[src/design/m2i_pkg.sv]
// Shared constants and types for the 2x2 matrix inverse block.
package m2i_pkg;

  localparam int FRAC_BITS_DEF = 16;
  localparam int EW            = 32;  // element width
  localparam int DW            = 64;  // determinant width
  localparam int QB            = 32;  // quotient bits resolved by the divider
  localparam int RW            = DW + QB + 1;  // divider remainder width
  localparam int QDEPTH        = 4;
  localparam int QAW           = $clog2(QDEPTH);
  localparam int QCW           = $clog2(QDEPTH + 1);
  localparam int NLANE         = 4;

  typedef struct packed {
    logic [EW-1:0] a;
    logic [EW-1:0] b;
    logic [EW-1:0] c;
    logic [EW-1:0] d;
    logic [DW-1:0] dm;       // |det|
    logic          det_neg;
    logic [EW-1:0] det_q;
    logic          det_sat;
    logic          sing;
  } m2i_entry_t;

  typedef struct packed {
    logic [RW-1:0] r;
    logic [QB-1:0] q;
    logic          neg;
    logic          ovf;
  } m2i_lane_t;

endpackage

[src/design/m2i_queue.sv]
// Short queue between the front end and the divider back end.
module m2i_queue import m2i_pkg::*; (
  input  logic       clk,
  input  logic       rst,
  input  logic       push,
  input  m2i_entry_t wr_entry,
  output logic       pop,
  output m2i_entry_t rd_entry,
  output logic       almost_full
);

  m2i_entry_t     mem [QDEPTH];
  logic [QAW-1:0] wr_ptr, rd_ptr;
  logic [QCW-1:0] count;

  // back end never stalls, so drain whenever something is held
  assign pop         = (count != '0);
  assign rd_entry    = mem[rd_ptr];
  assign almost_full = (count >= QCW'(QDEPTH - 2));

  always_ff @(posedge clk) begin
    if (push) begin
      mem[wr_ptr] <= wr_entry;
    end
  end

  always_ff @(posedge clk) begin
    if (rst) begin
      wr_ptr <= '0;
      rd_ptr <= '0;
      count  <= '0;
    end else begin
      if (push) wr_ptr <= wr_ptr + QAW'(1);
      if (pop)  rd_ptr <= rd_ptr + QAW'(1);
      count <= count + QCW'(push) - QCW'(pop);
    end
  end

endmodule

[config.mk]
export PLATFORM = sky130hd
export DESIGN_NAME = m2i_queue
export DESIGN_NICKNAME = d
export VERILOG_FILES = /design/src/design/m2i_pkg.sv /design/src/design/m2i_queue.sv
export SDC_FILE = /design/constraint.sdc
export NUM_CORES = 1
export LEC_CHECK = 0
export BUFFER_PORTS_ARGS = -buffer_cell sky130_fd_sc_hd__buf_4
export CELL_PAD_IN_SITES_DETAIL_PLACEMENT = 0
export CELL_PAD_IN_SITES_GLOBAL_PLACEMENT = 2
export CORE_MARGIN = 3
export CORE_UTILIZATION = 30
export DETAILED_ROUTE_END_ITERATION = 10
export PLACE_DENSITY_LB_ADDON = 0.1
export SETUP_SLACK_MARGIN = 0.4
export SLEW_MARGIN = 20
export SYNTH_ARGS = -nofsm -noshare
export SYNTH_HDL_FRONTEND = slang
export SYNTH_SLANG_ARGS = --single-unit
[constraint.sdc]
create_clock -name clk -period 7.1 [get_ports clk]
set_input_delay 0.71 -clock clk [delete_from_list [all_inputs] [get_ports clk]]
set_output_delay 0.71 -clock clk [all_outputs]
set_load 0.03 [all_outputs]
==> results of run 1 <==
-- cells in the mapped netlist --
library cell	instances
clkbuf_1	6
xnor2_1	2
nand3_1	1
mux2i_1	1
nor3_1	2
mux2_2	1
buf_2	26
mux4_2	227
and2_1	4
buf_4	10
nor2b_1	2
inv_1	7
edfxtp_1	908
fa_1	1
o31ai_1	1
nor2_1	5
buf_6	4
o31a_1	1
buf_1	5
nor4_1	1
ha_1	7
dfxtp_1	9
-- where the power goes --
part,internal (mW),leakage (nW),switching [mW]
logic,1.99,3.71,2.83
clock network,3.00,1.59,2.09
registers,6.24,8.42,0.166
total,11.2,13.7,5.09
-- layout by cell type (no fill, tap or decap), types with 5 or more instances in the layout --
cell type / Yosys / routed
clkinv_2: 0 / 18
nor2_1: 5 / 5
bufinv_16: 0 / 9
dfxtp_1: 9 / 7
diode_2: 0 / 8
ha_1: 7 / 7
buf_12: 0 / 10
clkbuf_1: 6 / 24
edfxtp_1: 908 / 908
clkbuf_16: 0 / 103
mux4_2: 227 / 227
buf_4: 10 / 462
inv_1: 7 / 7
clkinv_1: 0 / 27
-- per-stage QoR --
step	std cells	util (%)
finish	3329	38.2
global route	3321	38.1
CTS	3321	38.1
detailed placement	3128	35.1
global placement	3128	35.1
floorplan	1231	-
-- sequential cells by signal (all words and copies together) (netlist names), named ones only --
signal / flops
count: 3
rd_ptr: 2
mem: 908
wr_ptr: 2
-- cells by family after synthesis --
logic type,count (synthesis)
adders and majority gates,8
AOI/OAI and AO/OA,2
DFF,917
and+or+nand+nor,15
buffers and inverters,58
xor gates and xnor gates,2
muxes,229
-- area by class of cell --
| type | instances | area, um2 | share of cell area [%] |
|---|---|---|---|
| clock buffers | 127 | 2670 | 6.41 |
| diodes | 8 | 20.0 | 0.0481 |
| well taps | 1476 | 1850 | 4.43 |
| inverters | 7 | 26.3 | 0.0631 |
| flip-flops and latches | 917 | 27500 | 65.9 |
| clock inverters | 66 | 599 | 1.44 |
| multi-input cells | 256 | 5360 | 12.9 |
| repair buffers | 472 | 3670 | 8.81 |
-- layer usage --
layer	vias up	share of wire (%)
met5	-	0.11
met1	7702	40
met2	414	49
met4	12	1.9
li1	6446	-
met3	107	8.5
-- worst max-delay path, stage by stage (launching register included) --
cell and delay, ns:
dfxtp_4 0.81, buf_12 0.60, mux4_2 0.62, buf_4 0.19
-- how the worst max path moves through the flow --
stage,end,slack (ns),cells past startpoint
detailed placement,rd_entry[148],3.75,3
global route,rd_entry[32],2.88,3
CTS,rd_entry[148],3.01,3
floorplan,mem[0][0],0.64,1
finish,rd_entry[32],3.20,3
global placement,rd_entry[36],3.75,3
==> impl_metrics.csv, run 1 <==
group,metric,value,unit
pwr,power_density,392,mW/mm2
synthesis,yosys_warnings,0,
setup_path,cp-end-kind,"primary output",
synthesis,synth_top_family_by_area,"multiplexers",
placed_design,hpwlAfterDp,44800,um
synthesis,synth_compound_area_share,0.0491,%
clocking,clockRootBuffer,"clkbuf_16",
sta,setup_viol,0,
final_layout,syn2layout_area_growth,25.8,%
route,first_iter_violations,644,
clocking,hold_buffers,0,
setup_path,reg2reg_to,"mem[3][182]",
worst_hold_path,min_path_cells,1,
synthesis,yosys.area_share.simple,0.234,%
global_routing,grt_max_degree,121,
setup_path,r2r_cells,3,
final_layout,nNetsFinal,1994,
route,wl,77400,um
worst_hold_path,min_to,"mem[3][194]",
synthesis,ys_seq_elements,917,
worst_hold_path,hp-class,"in2reg",
global_routing,busiest_layer,"met2",
sta,period_needed,3.90,ns
clocking,clk_pin_slew,0.06,ns
sta,fmax,0.256,GHz
sta,holdWs,0.234,ns
setup_path,r2r-start,"wr_ptr[0]",
clocking,ctsResizeCount,0,
synthesis,netlist_instances,1231,
synthesis,synth_cell_types,22,
outcome,outcome,"completed",
synthesis,yosysTopAreaCell,"edfxtp_1",
clocking,h-tree-depth,3,
floorplan,core_area,0.109,mm2
floorplan,dieWidth,338,um
sta,fin_crit_sh,54.9,%
setup_path,arrival,3.19,ns
floorplan,rows,121,
sta,fin_skew,0.0128,ns
synthesis,synth_area_per_cell,26.9,um2
sta,rsz0062_at_grt,"no",
sta,hold_viol,0,
clocking,cts_tree,"yes",
final_layout,drive_above_1_share,46.0,%
global_routing,grt_first_pass_wirelength,114000,um
floorplan,start_util,30.3,%
job,cap_violations,0,
placed_design,port-buffer-count,458,
sta,finalWorstSetupSlack,3.20,ns
synthesis,synthMuxAreaShare,15.5,%
synthesis,syn_area,0.0331,mm2
global_routing,grt.total_usage,13.4,%
placed_design,gp_congestion,0.676,
pwr,p_leak,13.7,nW
synthesis,synth_top_area_share,82.3,%
floorplan,io_pins,459,
placed_design,pre_cts_ws,3.75,ns
pwr,ir_drop,0.256,mV
final_layout,num-fill-cells,9905,
setup_path,cp.required,6.39,ns
floorplan,die_h,338,um
synthesis,synth-xor-area-share,0.0529,%
clocking,cts_buffers,102,
setup_path,cp-start-kind,"flip-flop",
synthesis,syn_nets,1469,
sta,tns,0,ns
global_routing,use_met3,5.12,%
route,post_drt_via_cell_ratio,4.41,
route,routedWlPerCell,23.3,um
setup_path,r2r_setup_slack,4.44,ns
clocking,insertion_delay,0.67,ns
global_routing,grt_pass1_vias,16169,
synthesis,synth-seq-area-share,82.9,%
pwr,fin_total_pwr,16.3,mW
global_routing,grt_util_met1,16.7,%
worst_hold_path,hold_start,"wr_entry[194]",
route,vias,14681,
route,drt_pass1_iterations,5,
floorplan,fp.dieArea,0.114,mm2
route,ant_nets,0,
setup_path,critical_path_class,"reg2out",
sta,maxSlewHeadroom,25.4,%
global_routing,grt-ovfl-total,0,
sta,worstMarginPinSlew,1.12,ns
placed_design,dpl_cell_area,0.0384,mm2
global_routing,grt_antenna_before_repair,13,
global_routing,use_met2,22.0,%
sta,slew_viol_final,0,
synthesis,ys_top_cells_by_area,"edfxtp_1, mux4_2, dfxtp_1, buf_2, ha_1",
route,drc_errors,0,
clocking,cts_buffer_depth,3,
setup_path,path_max_fanout,96,
clocking,cts_sinks,917,
final_layout,final_area,0.0416,mm2
synthesis,yosys.area_share.adder,0.325,%
clocking,post_cts_buffers,0,
Note: power is estimated with default switching activity, not from simulation.
==> inputs of run 2 (changes only) <==
==> constraint.sdc (replaced) <==
create_clock -name clk -period 3.61 [get_ports clk]
set_input_delay 0.361 -clock clk [delete_from_list [all_inputs] [get_ports clk]]
set_output_delay 0.361 -clock clk [all_outputs]
set_load 0.03 [all_outputs]
==> run 2 against run 1 <==
Net effect:
- via count up 8.0%
- combinational power up 110%
- clock power up 92%
- hold slack worse by 0.18 ns
- clock skew up 0.0021 ns
- first-iteration DRC count up 12%
- critical path type unchanged
- largest cell class unchanged
- largest power group unchanged
- highest routed layer unchanged
==> impl_metrics.csv, run 2 (synthesis gave the netlist of run 1 again) <==
group,metric,value,unit
outcome,outcome,"completed",
final_layout,multi_input_comb_area,0.00536,mm2
clocking,cts_buffer_depth,3,
setup_path,cp.required,3.25,ns
sta,fmax,0.335,GHz
floorplan,die_h,338,um
final_layout,top_regs,"mem: 908 flops, count: 3 flops",
setup_path,critical-path-top-delay-family,"buffers and inverters",
pwr,p_clk_share,30.2,%
clocking,cts_tree,"yes",
sta,setup_viol,0,
setup_path,cp_cell_sequence,"buf_12, buf_12, mux4_2, buf_4",
final_layout,final_cell_mix,"edfxtp_1, buf_4, dlygate4sd3_1",
setup_path,crit_buf_inv,3,
clocking,cts_sinks,917,
sta,tns,0,ns
sta,period_needed,2.98,ns
clocking,clk_pin_slew,0.06,ns
pwr,power.internal,22.3,mW
pwr,p_leak,14.9,nW
job,cap_violations,0,
pwr,swShare,31.0,%
route,wl,80400,um
pwr,ir_drop,0.441,mV
global_routing,grt.total_usage,14.1,%
clocking,hold_buffers,228,
final_layout,syn2layout_area_growth,34.1,%
sta,fin_skew,0.0149,ns
sta,slew_viol_final,0,
sta,hold_viol,0,
route,first_iter_violations,721,
route,ant_nets,0,
clocking,insertion_delay,0.67,ns
clocking,ctsResizeCount,0,
final_layout,num-fill-cells,9748,
sta,rsz0062_at_grt,"no",
route,drc_errors,0,
final_layout,regMostFlops,"mem",
clocking,post_cts_buffers,0,
placed_design,dpl_cell_area,0.0390,mm2
floorplan,start_util,30.3,%
setup_path,cp-end-kind,"primary output",
pwr,comb_power_share,31.3,%
worst_hold_path,hp-class,"in2reg",
route,drt_pass1_iterations,6,
floorplan,fp.dieArea,0.114,mm2
clocking,clockRootBuffer,"clkbuf_16",
sta,fin_crit_sh,82.6,%
setup_path,path_max_fanout,24,
setup_path,cp-start-kind,"flip-flop",
global_routing,grt_antenna_before_repair,11,
pwr,seqPwrFrac,38.5,%
route,vias,15852,
floorplan,core_area,0.109,mm2
pwr,switchingPower,10.0,mW
floorplan,io_pins,459,
global_routing,grt-ovfl-total,0,
pwr,power_density,729,mW/mm2
final_layout,largest_reg_flops,908,
floorplan,rows,121,
placed_design,gp_congestion,0.704,
setup_path,cp_common_cell,"buf_12",
global_routing,grt_pass1_vias,17686,
clocking,cts_buffers,103,
setup_path,critPathMaxStageDelay,0.57,ns
final_layout,final_area,0.0444,mm2
route,routedWlPerCell,22.4,um
placed_design,hpwlAfterDp,51200,um
final_layout,final_common_cell,"edfxtp_1",
global_routing,grt_first_pass_wirelength,120000,um
floorplan,dieWidth,338,um
placed_design,port-buffer-count,458,
final_layout,drive_above_1_share,42.1,%
route,post_drt_via_cell_ratio,4.41,
clocking,h-tree-depth,3,
final_layout,regArea,0.0275,mm2
final_layout,nNetsFinal,2270,
setup_path,arrival,2.62,ns
setup_path,crit_path_top_delay_cell,"mux4_2",
sta,worstMarginPinSlew,0.969,ns
global_routing,grt_max_degree,70,
sta,maxSlewHeadroom,35.4,%
setup_path,critical_path_class,"reg2out",
-- run 2: cell count changes in the layout (fill, tap and decap cells not counted), sizes merged --
cell         previous run  this run
buf                   472       519
bufinv                  9         7
clkbuf                127       130
clkinv                 48        41
clkinvlp                4         2
diode                   8        12
dlygate4sd3             0       228
inv                    12         7
-- run 2: worst paths after layout --
kind	endpoint	from	depth (start not counted)	slack [ns]
max	rd_entry[36]	flip-flop	4	0.63
min	wr_ptr[0]	push	3	0.06
max reg2reg	mem[1][105]	wr_ptr[0]	3	1.51
min reg2reg	wr_ptr[1]	wr_ptr[1]	2	0.56
-- run 2: final cells by class --
| type | count | area share, % |
|---|---|---|
| flip-flops and latches | 917 | 61.8 |
| clock buffers | 130 | 6.15 |
| repair buffers | 747 | 14.8 |
| well taps | 1476 | 4.16 |
| inverters | 7 | 0.0592 |
| diodes | 12 | 0.0676 |
| multi-input cells | 256 | 12.1 |
| clock inverters | 50 | 0.910 |
-- run 2: power by group through the flow --
stage	combinational [mW]	clock (mW)	sequential, mW
finish	10.1	9.76	12.5
global route	10.8	10.6	12.5
global placement	10.2	0	12.7
detailed placement	10.3	0	12.7
CTS	10.5	10.1	12.5
floorplan	6.39	0	12.6
-- run 2: worst register-to-register path: cells and delay by family (launching register included) --
family	cells	cell delay, ns
adder cells (fa/ha/maj)	1	0.17
buffers and inverters	1	0.44
AND/OR/NAND/NOR	1	0.73
flip-flops	1	0.40
-- run 2: stage by stage --
stage	utilization [%]	power [mW]	instances	setup WS, ns	hold slack (ns)
5_1_grt	40.7	33.9	3589	0.424	0.0261
3_5_place_dp	35.7	23.0	3175	1.25	0.553
6_report	40.7	32.4	3595	0.627	0.0562
4_1_cts	40.7	33.1	3583	0.489	0.00674
3_3_place_gp	35.7	22.9	3175	1.26	0.545
2_1_floorplan	-	19.0	1231	1.03	0.460
-- run 2: metal layers --
| layer | track usage, % | up-vias | wire [um] | share of wire, % |
|---|---|---|---|---|
| li1 | - | 6993 | - | - |
| met1 | 17.3 | 8332 | 32500 | 40 |
| met2 | 23.9 | 393 | 40500 | 50 |
| met3 | 4.79 | 130 | 5550 | 6.9 |
| met4 | 3.68 | 4 | 1810 | 2.3 |
| met5 | 0 | - | 31 | 0.039 |
